[config.mk]
export PLATFORM = sky130hd
export DESIGN_NAME = collinear_axis_detector_flat
export DESIGN_NICKNAME = d
export VERILOG_FILES = /design/src/rtl/cad_pkg.sv /design/src/rtl/cad_in_if.sv /design/src/rtl/cad_out_if.sv /design/src/rtl/cad_front.sv /design/src/rtl/cad_queue.sv /design/src/rtl/cad_back.sv /design/src/rtl/collinear_axis_detector.sv /design/src/flat_wrapper.sv
export SDC_FILE = /design/constraint.sdc
export NUM_CORES = 2
export LEC_CHECK = 0
export BUFFER_PORTS_ARGS = -buffer_cell sky130_fd_sc_hd__buf_2
export CELL_PAD_IN_SITES_DETAIL_PLACEMENT = 0
export CELL_PAD_IN_SITES_GLOBAL_PLACEMENT = 1
export CORE_UTILIZATION = 50
export CTS_CLUSTER_DIAMETER = 60
export DETAILED_ROUTE_END_ITERATION = 8
export GPL_TIMING_DRIVEN = 1
export PLACE_DENSITY_LB_ADDON = 0.08
export REMOVE_ABC_BUFFERS = 1
export SKIP_CTS_REPAIR_TIMING = 1
export SYNTH_ARGS = -nofsm -noshare
export SYNTH_HDL_FRONTEND = slang
export SYNTH_SLANG_ARGS = --single-unit
[constraint.sdc]
create_clock -name clk -period 12.2 [get_ports clk]
set_clock_uncertainty 0.1 [all_clocks]
set_input_delay 2.44 -clock clk [delete_from_list [all_inputs] [get_ports clk]]
set_output_delay 2.44 -clock clk [all_outputs]
set_load 0.01 [all_outputs]
[src/rtl/cad_pkg.sv]
// Shared types and constants for the collinear axis detector.
// Depends on nothing; every other file of the block refers to it by scoped names.
package cad_pkg;

  localparam int VEC_W     = 18;  // signed Q6.12 vector component
  localparam int THR_W     = 20;  // threshold register width
  localparam int AXIS_W    = 16;  // signed Q1.15 axis component
  localparam int LEN_W     = 36;  // sum of three squared components
  localparam int CFG_IDX_W = 1;

  localparam logic [CFG_IDX_W-1:0] CFG_MAG_THR = 1'b0;
  localparam logic [CFG_IDX_W-1:0] CFG_PAR_THR = 1'b1;

  localparam logic [THR_W-1:0] THR_RESET = 20'd17;

  localparam int QUEUE_DEPTH_DEF = 2;

  typedef logic signed [VEC_W-1:0]  vec_t;
  typedef logic signed [AXIS_W-1:0] axis_t;

  // One classified vector on its way from the front end to the back end.
  typedef struct packed {
    vec_t x;
    vec_t y;
    vec_t z;
    logic last;
    logic big;   // squared length is above the magnitude threshold
  } cad_item_t;

endpackage

[src/rtl/cad_in_if.sv]
// Input channel of the collinear axis detector: one magnetization vector per transfer.
// Depends on cad_pkg.
interface cad_in_if;
  logic          valid;
  logic          ready;
  cad_pkg::vec_t mag_x;
  cad_pkg::vec_t mag_y;
  cad_pkg::vec_t mag_z;
  logic          last_atom;

  modport source (output valid, output mag_x, output mag_y, output mag_z,
                  output last_atom, input ready);
  modport sink   (input valid, input mag_x, input mag_y, input mag_z,
                  input last_atom, output ready);
endinterface

[src/rtl/cad_out_if.sv]
// Result channel of the collinear axis detector: collinear flag and unit axis.
// Depends on cad_pkg.
interface cad_out_if;
  logic           valid;
  logic           ready;
  logic           collinear;
  cad_pkg::axis_t axis_x;
  cad_pkg::axis_t axis_y;
  cad_pkg::axis_t axis_z;

  modport source (output valid, output collinear, output axis_x, output axis_y,
                  output axis_z, input ready);
  modport sink   (input valid, input collinear, input axis_x, input axis_y,
                  input axis_z, output ready);
endinterface

[src/rtl/cad_front.sv]
// Front end: takes vectors, forms the squared length with its own multiplier and
// tags each vector against the magnitude threshold. Depends on cad_pkg and cad_in_if.
module cad_front (
  input  logic                       clk,
  input  logic                       rst_n,
  input  logic [cad_pkg::THR_W-1:0]  mag_thr,
  cad_in_if.sink                     in_ch,
  output logic                       push_valid,
  input  logic                       push_ready,
  output cad_pkg::cad_item_t         push_item
);

  localparam logic [2:0] F_IDLE = 3'd0;
  localparam logic [2:0] F_SQ_X = 3'd1;
  localparam logic [2:0] F_SQ_Y = 3'd2;
  localparam logic [2:0] F_SQ_Z = 3'd3;
  localparam logic [2:0] F_SUM  = 3'd4;
  localparam logic [2:0] F_PUSH = 3'd5;

  localparam int SQ_W = cad_pkg::LEN_W - 1;

  logic [2:0]                 phase_r, phase_nxt;
  cad_pkg::vec_t              x_r, y_r, z_r;
  logic                       last_r;
  logic [SQ_W-1:0]            prod_r;
  logic [cad_pkg::LEN_W-1:0]  acc_r;
  cad_pkg::vec_t              sq_op;
  logic signed [cad_pkg::LEN_W-1:0] sq_full;
  logic                       take;

  assign push_valid  = (phase_r == F_PUSH);
  assign in_ch.ready = (phase_r == F_IDLE) || (push_valid && push_ready);
  assign take        = in_ch.valid && in_ch.ready;

  assign push_item.x    = x_r;
  assign push_item.y    = y_r;
  assign push_item.z    = z_r;
  assign push_item.last = last_r;
  assign push_item.big  =
    acc_r > {{(cad_pkg::LEN_W - cad_pkg::THR_W){1'b0}}, mag_thr};

  always_comb begin
    case (phase_r)
      F_SQ_X:  sq_op = x_r;
      F_SQ_Y:  sq_op = y_r;
      default: sq_op = z_r;
    endcase
    sq_full = sq_op * sq_op;
  end

  always_comb begin
    phase_nxt = phase_r;
    case (phase_r)
      F_IDLE: begin
        if (take) phase_nxt = F_SQ_X;
      end
      F_SQ_X:  phase_nxt = F_SQ_Y;
      F_SQ_Y:  phase_nxt = F_SQ_Z;
      F_SQ_Z:  phase_nxt = F_SUM;
      F_SUM:   phase_nxt = F_PUSH;
      F_PUSH: begin
        if (push_ready) phase_nxt = take ? F_SQ_X : F_IDLE;
      end
      default: phase_nxt = F_IDLE;
    endcase
  end

  always_ff @(posedge clk) begin
    if (!rst_n) begin
      phase_r <= F_IDLE;
    end else begin
      phase_r <= phase_nxt;
    end
  end

  always_ff @(posedge clk) begin
    prod_r <= sq_full[SQ_W-1:0];
    if (take) begin
      x_r    <= in_ch.mag_x;
      y_r    <= in_ch.mag_y;
      z_r    <= in_ch.mag_z;
      last_r <= in_ch.last_atom;
      acc_r  <= '0;
    end else if (phase_r inside {F_SQ_Y, F_SQ_Z, F_SUM}) begin
      acc_r <= acc_r + {1'b0, prod_r};
    end
  end

endmodule

[src/rtl/cad_queue.sv]
// Short first-in first-out queue of classified vectors between front and back end.
// Depends on cad_pkg; DEPTH must be two or more.
module cad_queue #(
  parameter int DEPTH = cad_pkg::QUEUE_DEPTH_DEF
) (
  input  logic               clk,
  input  logic               rst_n,
  input  logic               push_valid,
  output logic               push_ready,
  input  cad_pkg::cad_item_t push_item,
  output logic               pop_valid,
  input  logic               pop_ready,
  output cad_pkg::cad_item_t pop_item
);

  localparam int PTR_W = $clog2(DEPTH);
  localparam int CNT_W = $clog2(DEPTH + 1);
  localparam logic [PTR_W-1:0] LAST_SLOT = PTR_W'(DEPTH - 1);
  localparam logic [CNT_W-1:0] FULL_CNT  = CNT_W'(DEPTH);

  cad_pkg::cad_item_t slot_r [DEPTH];
  logic [PTR_W-1:0]   wr_ptr_r, wr_ptr_nxt;
  logic [PTR_W-1:0]   rd_ptr_r, rd_ptr_nxt;
  logic [CNT_W-1:0]   count_r, count_nxt;
  logic               push, pop;

  assign push_ready = (count_r != FULL_CNT);
  assign pop_valid  = (count_r != '0);
  assign pop_item   = slot_r[rd_ptr_r];
  assign push       = push_valid && push_ready;
  assign pop        = pop_valid && pop_ready;

  always_comb begin
    wr_ptr_nxt = wr_ptr_r;
    rd_ptr_nxt = rd_ptr_r;
    count_nxt  = count_r;
    if (push) wr_ptr_nxt = (wr_ptr_r == LAST_SLOT) ? '0 : wr_ptr_r + 1'b1;
    if (pop)  rd_ptr_nxt = (rd_ptr_r == LAST_SLOT) ? '0 : rd_ptr_r + 1'b1;
    if (push && !pop) count_nxt = count_r + 1'b1;
    else if (pop && !push) count_nxt = count_r - 1'b1;
  end

  always_ff @(posedge clk) begin
    if (!rst_n) begin
      wr_ptr_r <= '0;
      rd_ptr_r <= '0;
      count_r  <= '0;
    end else begin
      wr_ptr_r <= wr_ptr_nxt;
      rd_ptr_r <= rd_ptr_nxt;
      count_r  <= count_nxt;
    end
  end

  always_ff @(posedge clk) begin
    if (push) slot_r[wr_ptr_r] <= push_item;
  end

endmodule

[src/rtl/cad_back.sv]
// Back end: holds the reference axis, runs the cross-product test and the final
// normalization on one shared multiplier, and owns the result register. Depends on cad_pkg.
module cad_back (
  input  logic                      clk,
  input  logic                      rst_n,
  input  logic [cad_pkg::THR_W-1:0] par_thr,
  input  logic                      pop_valid,
  output logic                      pop_ready,
  input  cad_pkg::cad_item_t        pop_item,
  cad_out_if.source                 out_ch
);

  localparam logic [3:0] B_IDLE   = 4'd0;
  localparam logic [3:0] B_CR_A   = 4'd1;
  localparam logic [3:0] B_CR_B   = 4'd2;
  localparam logic [3:0] B_CR_SUB = 4'd3;
  localparam logic [3:0] B_CR_SQ  = 4'd4;
  localparam logic [3:0] B_CR_ACC = 4'd5;
  localparam logic [3:0] B_CR_CMP = 4'd6;
  localparam logic [3:0] B_FIN    = 4'd7;
  localparam logic [3:0] B_NS_SQ  = 4'd8;
  localparam logic [3:0] B_NS_ACC = 4'd9;
  localparam logic [3:0] B_NR_K2  = 4'd10;
  localparam logic [3:0] B_NR_LO  = 4'd11;
  localparam logic [3:0] B_NR_HI  = 4'd12;
  localparam logic [3:0] B_NR_CMP = 4'd13;
  localparam logic [3:0] B_EMIT   = 4'd14;

  localparam logic [1:0] C_X = 2'd0;
  localparam logic [1:0] C_Y = 2'd1;
  localparam logic [1:0] C_Z = 2'd2;

  localparam int MUL_A_W = 33;
  localparam int MUL_B_W = 23;
  localparam int PROD_W  = MUL_A_W + MUL_B_W;
  localparam int XP_W    = 36;  // one cross-product term
  localparam int DIFF_W  = 37;
  localparam int MAG_W   = 22;  // a difference at or above 2^22 fails any threshold
  localparam int ACC_W   = 46;
  localparam int TCMP_W  = 44;
  localparam int MSQ_W   = 35;
  localparam int K2_W    = 32;
  localparam int S_HALF  = 18;
  localparam int LO_W    = K2_W + S_HALF;
  localparam int CMP_W   = 69;
  localparam int N_W     = cad_pkg::AXIS_W;
  localparam logic [3:0] BPOS_TOP = 4'd15;
  localparam cad_pkg::axis_t AXIS_MAX = 16'sh7FFF;

  logic [3:0]  phase_r, phase_nxt;
  logic        captured_r, captured_nxt;
  logic        parallel_r, parallel_nxt;
  logic        out_valid_r, out_valid_nxt;

  logic [1:0]  comp_r;
  logic [3:0]  bpos_r;
  cad_pkg::vec_t bx_r, by_r, bz_r, ax_r, ay_r, az_r;
  logic        last_r;
  logic signed [PROD_W-1:0] prod_r;
  logic signed [XP_W-1:0]   t_r;
  logic [MAG_W-1:0]         mag_r;
  logic                     ovf_r;
  logic [ACC_W-1:0]         acc_r;
  logic [cad_pkg::LEN_W-1:0] s_r;
  logic [MSQ_W-1:0]         msq_x_r, msq_y_r, msq_z_r;
  logic [K2_W-1:0]          k2_r;
  logic [LO_W-1:0]          lo_r;
  logic [N_W-1:0]           n_r;
  cad_pkg::axis_t           res_x_r, res_y_r, res_z_r;
  logic                     coll_r;
  logic                     out_coll_r;
  cad_pkg::axis_t           out_x_r, out_y_r, out_z_r;

  logic        pop_fire, out_free, emit_fire;
  cad_pkg::vec_t cr_a1, cr_b2, cr_a2, cr_b1, a_sel;
  logic [MSQ_W-1:0]         msq_sel;
  logic signed [MUL_A_W-1:0] mul_a;
  logic signed [MUL_B_W-1:0] mul_b;
  logic signed [DIFF_W-1:0]  diff;
  logic [DIFF_W-1:0]         diff_mag;
  logic [N_W-1:0]            cand, k_val, n_final;
  logic [CMP_W-1:0]          lhs, rhs;
  logic                      nr_pass, nr_done, cross_fail;
  cad_pkg::axis_t            res_val;

  assign pop_ready = (phase_r == B_IDLE);
  assign pop_fire  = pop_valid && pop_ready;
  assign out_free  = !out_valid_r || out_ch.ready;
  assign emit_fire = (phase_r == B_EMIT) && out_free;

  assign out_ch.valid     = out_valid_r;
  assign out_ch.collinear = out_coll_r;
  assign out_ch.axis_x    = out_x_r;
  assign out_ch.axis_y    = out_y_r;
  assign out_ch.axis_z    = out_z_r;

  // Operand selection for the cross product and the per-component normalization.
  always_comb begin
    case (comp_r)
      C_X: begin
        cr_a1 = ay_r; cr_b2 = bz_r; cr_a2 = az_r; cr_b1 = by_r;
        a_sel = ax_r; msq_sel = msq_x_r;
      end
      C_Y: begin
        cr_a1 = az_r; cr_b2 = bx_r; cr_a2 = ax_r; cr_b1 = bz_r;
        a_sel = ay_r; msq_sel = msq_y_r;
      end
      default: begin
        cr_a1 = ax_r; cr_b2 = by_r; cr_a2 = ay_r; cr_b1 = bx_r;
        a_sel = az_r; msq_sel = msq_z_r;
      end
    endcase
  end

  always_comb begin
    diff       = DIFF_W'(t_r) - DIFF_W'(prod_r);
    diff_mag   = diff[DIFF_W-1] ? DIFF_W'(-diff) : DIFF_W'(diff);
    cross_fail = ovf_r || (acc_r >= ACC_W'({par_thr, 24'b0}));
    cand       = n_r | (N_W'(1) << bpos_r);
    k_val      = {cand[N_W-2:0], 1'b0} - N_W'(1);
    lhs        = CMP_W'({prod_r[LO_W-1:0], {S_HALF{1'b0}}}) + CMP_W'(lo_r);
    rhs        = CMP_W'({msq_sel, 32'b0});
    nr_pass    = (lhs <= rhs);
    n_final    = nr_pass ? cand : n_r;
    // Once the top candidate passes, no larger quotient can, so the search ends.
    nr_done    = (bpos_r == '0) || (nr_pass && (bpos_r == BPOS_TOP));
    if (a_sel[cad_pkg::VEC_W-1]) res_val = cad_pkg::axis_t'(~n_final + 1'b1);
    else if (n_final[N_W-1])     res_val = AXIS_MAX;
    else                         res_val = cad_pkg::axis_t'(n_final);
  end

  // Shared multiplier operands.
  always_comb begin
    mul_a = '0;
    mul_b = '0;
    case (phase_r)
      B_CR_A: begin
        mul_a = MUL_A_W'(cr_a1);
        mul_b = MUL_B_W'(cr_b2);
      end
      B_CR_B: begin
        mul_a = MUL_A_W'(cr_a2);
        mul_b = MUL_B_W'(cr_b1);
      end
      B_CR_SQ: begin
        mul_a = MUL_A_W'(mag_r);
        mul_b = MUL_B_W'(mag_r);
      end
      B_NS_SQ: begin
        mul_a = MUL_A_W'(a_sel);
        mul_b = MUL_B_W'(a_sel);
      end
      B_NR_K2: begin
        mul_a = MUL_A_W'(k_val);
        mul_b = MUL_B_W'(k_val);
      end
      B_NR_LO: begin
        mul_a = MUL_A_W'(prod_r[K2_W-1:0]);
        mul_b = MUL_B_W'(s_r[S_HALF-1:0]);
      end
      B_NR_HI: begin
        mul_a = MUL_A_W'(k2_r);
        mul_b = MUL_B_W'(s_r[cad_pkg::LEN_W-1:S_HALF]);
      end
      default: begin
        mul_a = '0;
        mul_b = '0;
      end
    endcase
  end

  always_comb begin
    phase_nxt     = phase_r;
    captured_nxt  = captured_r;
    parallel_nxt  = parallel_r;
    out_valid_nxt = emit_fire ? 1'b1 : (out_valid_r && !out_ch.ready);
    case (phase_r)
      B_IDLE: begin
        if (pop_fire) begin
          if (!captured_r) begin
            if (pop_item.big) begin
              captured_nxt = 1'b1;
              parallel_nxt = 1'b1;
            end
            phase_nxt = B_FIN;
          end else begin
            phase_nxt = B_CR_A;
          end
        end
      end
      B_CR_A:   phase_nxt = B_CR_B;
      B_CR_B:   phase_nxt = B_CR_SUB;
      B_CR_SUB: phase_nxt = B_CR_SQ;
      B_CR_SQ:  phase_nxt = B_CR_ACC;
      B_CR_ACC: phase_nxt = (comp_r == C_Z) ? B_CR_CMP : B_CR_A;
      B_CR_CMP: begin
        if (cross_fail) parallel_nxt = 1'b0;
        phase_nxt = B_FIN;
      end
      B_FIN: begin
        if (!last_r)                       phase_nxt = B_IDLE;
        else if (captured_r && parallel_r) phase_nxt = B_NS_SQ;
        else                               phase_nxt = B_EMIT;
      end
      B_NS_SQ:  phase_nxt = B_NS_ACC;
      B_NS_ACC: phase_nxt = (comp_r == C_Z) ? B_NR_K2 : B_NS_SQ;
      B_NR_K2:  phase_nxt = B_NR_LO;
      B_NR_LO:  phase_nxt = B_NR_HI;
      B_NR_HI:  phase_nxt = B_NR_CMP;
      B_NR_CMP: begin
        if (nr_done && (comp_r == C_Z)) phase_nxt = B_EMIT;
        else                            phase_nxt = B_NR_K2;
      end
      B_EMIT: begin
        if (out_free) begin
          captured_nxt = 1'b0;
          parallel_nxt = 1'b0;
          phase_nxt    = B_IDLE;
        end
      end
      default: phase_nxt = B_IDLE;
    endcase
  end

  always_ff @(posedge clk) begin
    if (!rst_n) begin
      phase_r     <= B_IDLE;
      captured_r  <= 1'b0;
      parallel_r  <= 1'b0;
      out_valid_r <= 1'b0;
    end else begin
      phase_r     <= phase_nxt;
      captured_r  <= captured_nxt;
      parallel_r  <= parallel_nxt;
      out_valid_r <= out_valid_nxt;
    end
  end

  always_ff @(posedge clk) begin
    prod_r <= mul_a * mul_b;
    case (phase_r)
      B_IDLE: begin
        if (pop_fire) begin
          bx_r   <= pop_item.x;
          by_r   <= pop_item.y;
          bz_r   <= pop_item.z;
          last_r <= pop_item.last;
          comp_r <= C_X;
          acc_r  <= '0;
          ovf_r  <= 1'b0;
          if (!captured_r && pop_item.big) begin
            ax_r <= pop_item.x;
            ay_r <= pop_item.y;
            az_r <= pop_item.z;
          end
        end
      end
      B_CR_B:   t_r <= prod_r[XP_W-1:0];
      B_CR_SUB: begin
        mag_r <= diff_mag[MAG_W-1:0];
        if (diff_mag[DIFF_W-1:MAG_W] != '0) ovf_r <= 1'b1;
      end
      B_CR_ACC: begin
        acc_r <= acc_r + ACC_W'(prod_r[TCMP_W-1:0]);
        if (comp_r != C_Z) comp_r <= comp_r + 1'b1;
      end
      B_FIN: begin
        comp_r  <= C_X;
        s_r     <= '0;
        coll_r  <= 1'b0;
        res_x_r <= '0;
        res_y_r <= '0;
        res_z_r <= '0;
      end
      B_NS_ACC: begin
        s_r <= s_r + cad_pkg::LEN_W'(prod_r[MSQ_W-1:0]);
        case (comp_r)
          C_X:     msq_x_r <= prod_r[MSQ_W-1:0];
          C_Y:     msq_y_r <= prod_r[MSQ_W-1:0];
          default: msq_z_r <= prod_r[MSQ_W-1:0];
        endcase
        if (comp_r == C_Z) begin
          comp_r <= C_X;
          n_r    <= '0;
          bpos_r <= BPOS_TOP;
        end else begin
          comp_r <= comp_r + 1'b1;
        end
      end
      B_NR_LO: k2_r <= prod_r[K2_W-1:0];
      B_NR_HI: lo_r <= prod_r[LO_W-1:0];
      B_NR_CMP: begin
        if (nr_done) begin
          case (comp_r)
            C_X:     res_x_r <= res_val;
            C_Y:     res_y_r <= res_val;
            default: res_z_r <= res_val;
          endcase
          n_r    <= '0;
          bpos_r <= BPOS_TOP;
          if (comp_r == C_Z) coll_r <= 1'b1;
          else               comp_r <= comp_r + 1'b1;
        end else begin
          n_r    <= n_final;
          bpos_r <= bpos_r - 1'b1;
        end
      end
      B_EMIT: begin
        if (out_free) begin
          out_coll_r <= coll_r;
          out_x_r    <= res_x_r;
          out_y_r    <= res_y_r;
          out_z_r    <= res_z_r;
        end
      end
      default: ;
    endcase
  end

endmodule

[src/rtl/collinear_axis_detector.sv]
// Top level of the collinear axis detector: configuration registers, front end,
// queue and back end. Depends on cad_pkg, cad_in_if, cad_out_if and the cad_* modules.
//
// The block reads a set of magnetization vectors (signed Q6.12), one per transfer on
// in_ch, ending with the vector whose last_atom bit is set. The first vector whose
// squared length is strictly above magnitude_threshold becomes the reference axis;
// each later vector of the set is tested against it, and the set stays collinear
// only while every squared cross product is strictly below parallel_threshold
// (both thresholds carry 24 fraction bits). Only the last vector of a set produces a
// transfer on out_ch: the collinear flag and, when it is set, the axis scaled to unit
// length in Q1.15 with round half away from zero; otherwise all three axis fields are
// zero. After that result the set state is cleared for the next set. The front end
// works on one vector at a time, taking the next as it hands the last one on, and
// forms its squared length on a small multiplier of its own. The back end does all
// other arithmetic on one shared 33 by 23 bit multiplier: a vector seen before the
// axis is captured needs no product, every vector after it needs nine products in
// sequence for the cross-product test, and a last vector that closes a collinear set
// adds the normalization, a bit-by-bit search of up to sixteen steps per component.
// A queue of QUEUE_DEPTH entries sits between the two ends, and the result register
// keeps its transfer pending while the back end already works on the next set.
// The user writes the thresholds through cfg_we, cfg_idx and cfg_wdata only while
// the block is idle; the block itself does not enforce this. Both reset to 17.
module collinear_axis_detector #(
  parameter int QUEUE_DEPTH = cad_pkg::QUEUE_DEPTH_DEF
) (
  input  logic                          clk,
  input  logic                          rst_n,
  input  logic                          cfg_we,
  input  logic [cad_pkg::CFG_IDX_W-1:0] cfg_idx,
  input  logic [cad_pkg::THR_W-1:0]     cfg_wdata,
  cad_in_if.sink                        in_ch,
  cad_out_if.source                     out_ch
);

  logic [cad_pkg::THR_W-1:0] mag_thr_r, mag_thr_nxt;
  logic [cad_pkg::THR_W-1:0] par_thr_r, par_thr_nxt;

  logic               fq_valid, fq_ready;
  cad_pkg::cad_item_t fq_item;
  logic               qb_valid, qb_ready;
  cad_pkg::cad_item_t qb_item;

  // Register writes; an index outside the register list changes nothing.
  always_comb begin
    mag_thr_nxt = mag_thr_r;
    par_thr_nxt = par_thr_r;
    if (cfg_we) begin
      case (cfg_idx)
        cad_pkg::CFG_MAG_THR: mag_thr_nxt = cfg_wdata;
        cad_pkg::CFG_PAR_THR: par_thr_nxt = cfg_wdata;
        default: ;
      endcase
    end
  end

  always_ff @(posedge clk) begin
    if (!rst_n) begin
      mag_thr_r <= cad_pkg::THR_RESET;
      par_thr_r <= cad_pkg::THR_RESET;
    end else begin
      mag_thr_r <= mag_thr_nxt;
      par_thr_r <= par_thr_nxt;
    end
  end

  // The front end tags each vector with its magnitude test before it is queued.
  cad_front u_front (
    .clk        (clk),
    .rst_n      (rst_n),
    .mag_thr    (mag_thr_r),
    .in_ch      (in_ch),
    .push_valid (fq_valid),
    .push_ready (fq_ready),
    .push_item  (fq_item)
  );

  cad_queue #(
    .DEPTH (QUEUE_DEPTH)
  ) u_queue (
    .clk        (clk),
    .rst_n      (rst_n),
    .push_valid (fq_valid),
    .push_ready (fq_ready),
    .push_item  (fq_item),
    .pop_valid  (qb_valid),
    .pop_ready  (qb_ready),
    .pop_item   (qb_item)
  );

  // The back end owns the set state and the result register.
  cad_back u_back (
    .clk       (clk),
    .rst_n     (rst_n),
    .par_thr   (par_thr_r),
    .pop_valid (qb_valid),
    .pop_ready (qb_ready),
    .pop_item  (qb_item),
    .out_ch    (out_ch)
  );

endmodule

[src/flat_wrapper.sv]
// flat-port wrapper written by rule: the top's interface ports become plain ports
module collinear_axis_detector_flat 
#(
  parameter int QUEUE_DEPTH = cad_pkg::QUEUE_DEPTH_DEF
)
  (clk, rst_n, cfg_we, cfg_idx, cfg_wdata, in_ch_valid, in_ch_mag_x, in_ch_mag_y, in_ch_mag_z, in_ch_last_atom, in_ch_ready, out_ch_valid, out_ch_collinear, out_ch_axis_x, out_ch_axis_y, out_ch_axis_z, out_ch_ready);
  cad_in_if in_ch_i ();
  cad_out_if out_ch_i ();
  input  logic clk;
  input  logic rst_n;
  input  logic cfg_we;
  input  logic [cad_pkg::CFG_IDX_W-1:0] cfg_idx;
  input  logic [cad_pkg::THR_W-1:0] cfg_wdata;
  input wire logic [$bits(in_ch_i.valid)-1:0] in_ch_valid;
  input wire logic [$bits(in_ch_i.mag_x)-1:0] in_ch_mag_x;
  input wire logic [$bits(in_ch_i.mag_y)-1:0] in_ch_mag_y;
  input wire logic [$bits(in_ch_i.mag_z)-1:0] in_ch_mag_z;
  input wire logic [$bits(in_ch_i.last_atom)-1:0] in_ch_last_atom;
  output wire logic [$bits(in_ch_i.ready)-1:0] in_ch_ready;
  output wire logic [$bits(out_ch_i.valid)-1:0] out_ch_valid;
  output wire logic [$bits(out_ch_i.collinear)-1:0] out_ch_collinear;
  output wire logic [$bits(out_ch_i.axis_x)-1:0] out_ch_axis_x;
  output wire logic [$bits(out_ch_i.axis_y)-1:0] out_ch_axis_y;
  output wire logic [$bits(out_ch_i.axis_z)-1:0] out_ch_axis_z;
  input wire logic [$bits(out_ch_i.ready)-1:0] out_ch_ready;
  assign in_ch_i.valid = in_ch_valid;
  assign in_ch_i.mag_x = in_ch_mag_x;
  assign in_ch_i.mag_y = in_ch_mag_y;
  assign in_ch_i.mag_z = in_ch_mag_z;
  assign in_ch_i.last_atom = in_ch_last_atom;
  assign in_ch_ready = in_ch_i.ready;
  assign out_ch_valid = out_ch_i.valid;
  assign out_ch_collinear = out_ch_i.collinear;
  assign out_ch_axis_x = out_ch_i.axis_x;
  assign out_ch_axis_y = out_ch_i.axis_y;
  assign out_ch_axis_z = out_ch_i.axis_z;
  assign out_ch_i.ready = out_ch_ready;
  collinear_axis_detector #(.QUEUE_DEPTH(QUEUE_DEPTH)) u_core (.clk(clk), .rst_n(rst_n), .cfg_we(cfg_we), .cfg_idx(cfg_idx), .cfg_wdata(cfg_wdata), .in_ch(in_ch_i), .out_ch(out_ch_i));
endmodule
==> flow_summary.toml <==
[floorplan]
initial_core_util = 0.504
die_h_um = 402
ios = 132
num_rows = 146
coreArea_um2 = 159000
die_w_um = 402
die_area_um2 = 162000

[timing]
hold_viol = 0
setup_viol = 0
grt_setup_unrepaired = "no"
worst_pin_slew_ns = 1.37
final.period_utilization = 0.945
max-slew-margin-rel = 0.0862
fin_hold_ws_ns = 0.314
drv_slew = 0
clock.fmax_mhz = 86.8
worst_slack_ns = 0.674
period_needed_ns = 11.53

[detailed_routing]
wl_per_cell_um = 24.4
drt-vias-per-instance = 5.67
dr.pass1.iters = 6
antenna_left = 0
vias = 58300
drc = 0
first_iter_violations = 4621
routed_wirelength_mm = 251

[clocking]
cts_tree = "built"
clock_sinks = 899
cts_buffers = 117
ctsRootBufferMaster = "clkbuf_16"
cts_max_path_buffers = 3
h-tree-depth = 3
clk_pin_slew_ns = 0.07
insertion_delay_ns = 0.82

[grt]
grt_usage = 0.316
overflow = 0
grt_pass1_vias = 59000
antenna_found_initial = 12
grt_pass1_wl_mm = 379
grt_max_degree = 70

[logic_synthesis]
syn_avg_cell_area_um2 = 10.1
synth.top_cell.area_share = 0.272
ys_types = 108
synth_edf_count = 724
ys_ff_latch = 899
synthArstFlopShare = 0
ys_seq_area_frac = 0.316
syn_inst = 7933
syn_area_um2 = 80000
yosys_warnings = 0
synth_area_leaders = "edfxtp_1 (27%), fa_1 (25%), ha_1 (7.9%)"
dominantRegCellSynth = "edfxtp_1"
yosysTopAreaCell = "edfxtp_1"

[placed_design]
pre_cts_ws_ns = 0.412
dp.cells = 10100
io_buffers = 131
dp_hpwl_mm = 195
gp_congestion = 0.971

[worst_setup_path]
worst-endpoint-arrival_ns = 12.14
crit_top_cell = "fa_1"
crit_path_end_kind = "flop"
start_kind = "flop"
crit_cells = 35
cpLargestDelayFamily = "compound AO/OA/AOI/OAI gates"
cp_max_fo = 12
path_class = "reg -> reg"
critPathMaxStageDelay_ns = 0.56
critPathBufInv = 5
worst_ep_required_time_ns = 12.81
worstRegToRegCells = 35
crit_slowest_cell = "a2111oi_2"

[run_status]
status = "finished, final reports clean"

[final_layout]
fin_cells = 10300
final_core_util = 0.555
nNetsFinal = 9697
areaGrowthSynthToFinish_pct = 10.1
drive_gt1_frac = 0.0865
fill_cells = 14100

[worst_hold_path]
min_path_cells = 0
hp-class = "reg -> reg"

[run]
max_cap_violations = 0
## synthesized netlist by cell type (55+ instances only)
cell and n:
clkbuf_1 250, xor2_1 99, nand2b_1 74, and2_1 58, fa_1 1005, a22o_1 58
a21o_1 134, dfxtp_1 175, inv_1 1427, mux2_2 55, o21ai_0 126, xnor2_1 212
a22oi_1 96, nor2_1 672, a21oi_1 379, edfxtp_1 724, nand3_1 78, nor3_1 81
ha_1 506, o21a_1 55, nand2_1 871
## cells in the final DEF (no fill, tap or decap), drive strengths merged, types with 58 or more instances in the layout
cell	synthesis	routed
nand2b	74	74
o21ai	135	135
nor2	672	672
xnor2	212	212
a22oi	97	97
a22o	58	58
nor3	87	87
and2	67	67
edfxtp	724	724
dfxtp	175	175
ha	506	506
buf	36	339
inv	1427	1446
nand2	871	871
nand3	79	79
xor2	99	99
a21o	134	134
fa	1005	1005
clkbuf	250	138
a21oi	384	384
## cells by family (layout without fill, tap and decap cells)
family / Yosys count / count (layout) / synth area share
AOI/OAI and AO/OA: 1285 / 1285 / 0.111
and+or+nand+nor: 2148 / 2148 / 0.119
muxes: 58 / 58 / 0.00827
xor gates and xnor gates: 311 / 311 / 0.0341
DFF: 899 / 899 / 0.316
other: 0 / 2 / 0
buffers and inverters: 1721 / 1994 / 0.0810
adders and majority gates: 1511 / 1511 / 0.331
## worst paths after layout
check	end	slack (ns)	start
min	u_core.u_back.out_ch.axis_x[10]$_DFFE_PP_	0.31	u_core.u_back.res_x_r[10]$_DFFE_PP_
max	u_core.u_back.prod_r[45]$_DFF_P_	0.67	u_core.u_back.bpos_r[0]$_SDFFCE_PP1P_
max reg2reg	u_core.u_back.prod_r[45]$_DFF_P_	0.67	u_core.u_back.bpos_r[0]$_SDFFCE_PP1P_
min reg2reg	u_core.u_back.out_ch.axis_x[10]$_DFFE_PP_	0.31	u_core.u_back.res_x_r[10]$_DFFE_PP_
## flip-flops by register name (all words and copies together), names as in the netlist, 34 cells and up, named ones only
name                   count
u_core.u_front.acc_r      36
u_core.u_back.t_r         36
u_core.u_back.s_r         36
u_core.u_queue.slot_r    112
u_core.u_back.msq_x_r     35
u_core.u_back.msq_z_r     35
u_core.u_back.prod_r      50
u_core.u_back.msq_y_r     35
u_core.u_front.prod_r     34
u_core.u_back.acc_r       46
u_core.u_back.lo_r        50
## layout make-up
class                           instances  area [um2]  area share
Clock inverter                         82        1070      0.0121
Sequential cell                       899       25200       0.287
Tap cell                             2072        2590      0.0294
Antenna cell                            2        5.00   0.0000568
Inverter                             1435        5390      0.0612
Multi-Input combinational cell       5313       48400       0.550
Timing Repair Buffer                  339        2280      0.0259
Clock buffer                          138        3050      0.0346
## stage by stage
step           TNS, ns  area (um2)
2_1_floorplan   -68.35       78900
3_3_place_gp         0       83900
3_5_place_dp         0       83900
4_1_cts              0       88000
5_1_grt              0       88100
6_report             0       88100
## per-layer routing
layer  up-vias  share of wire  global-route usage  wire length, um
li1      26400              -                   -                -
met3       415          0.074              0.0551            18700
met5         -        0.00025                   0               62
met1     29500           0.42               0.432           106000
met2      1937           0.45               0.491           113000
met4        10          0.055               0.150            13800
Power is left out: the tool's default activity adds up to more than one toggle a clock period on the data nets, which glitch-free logic cannot reach.
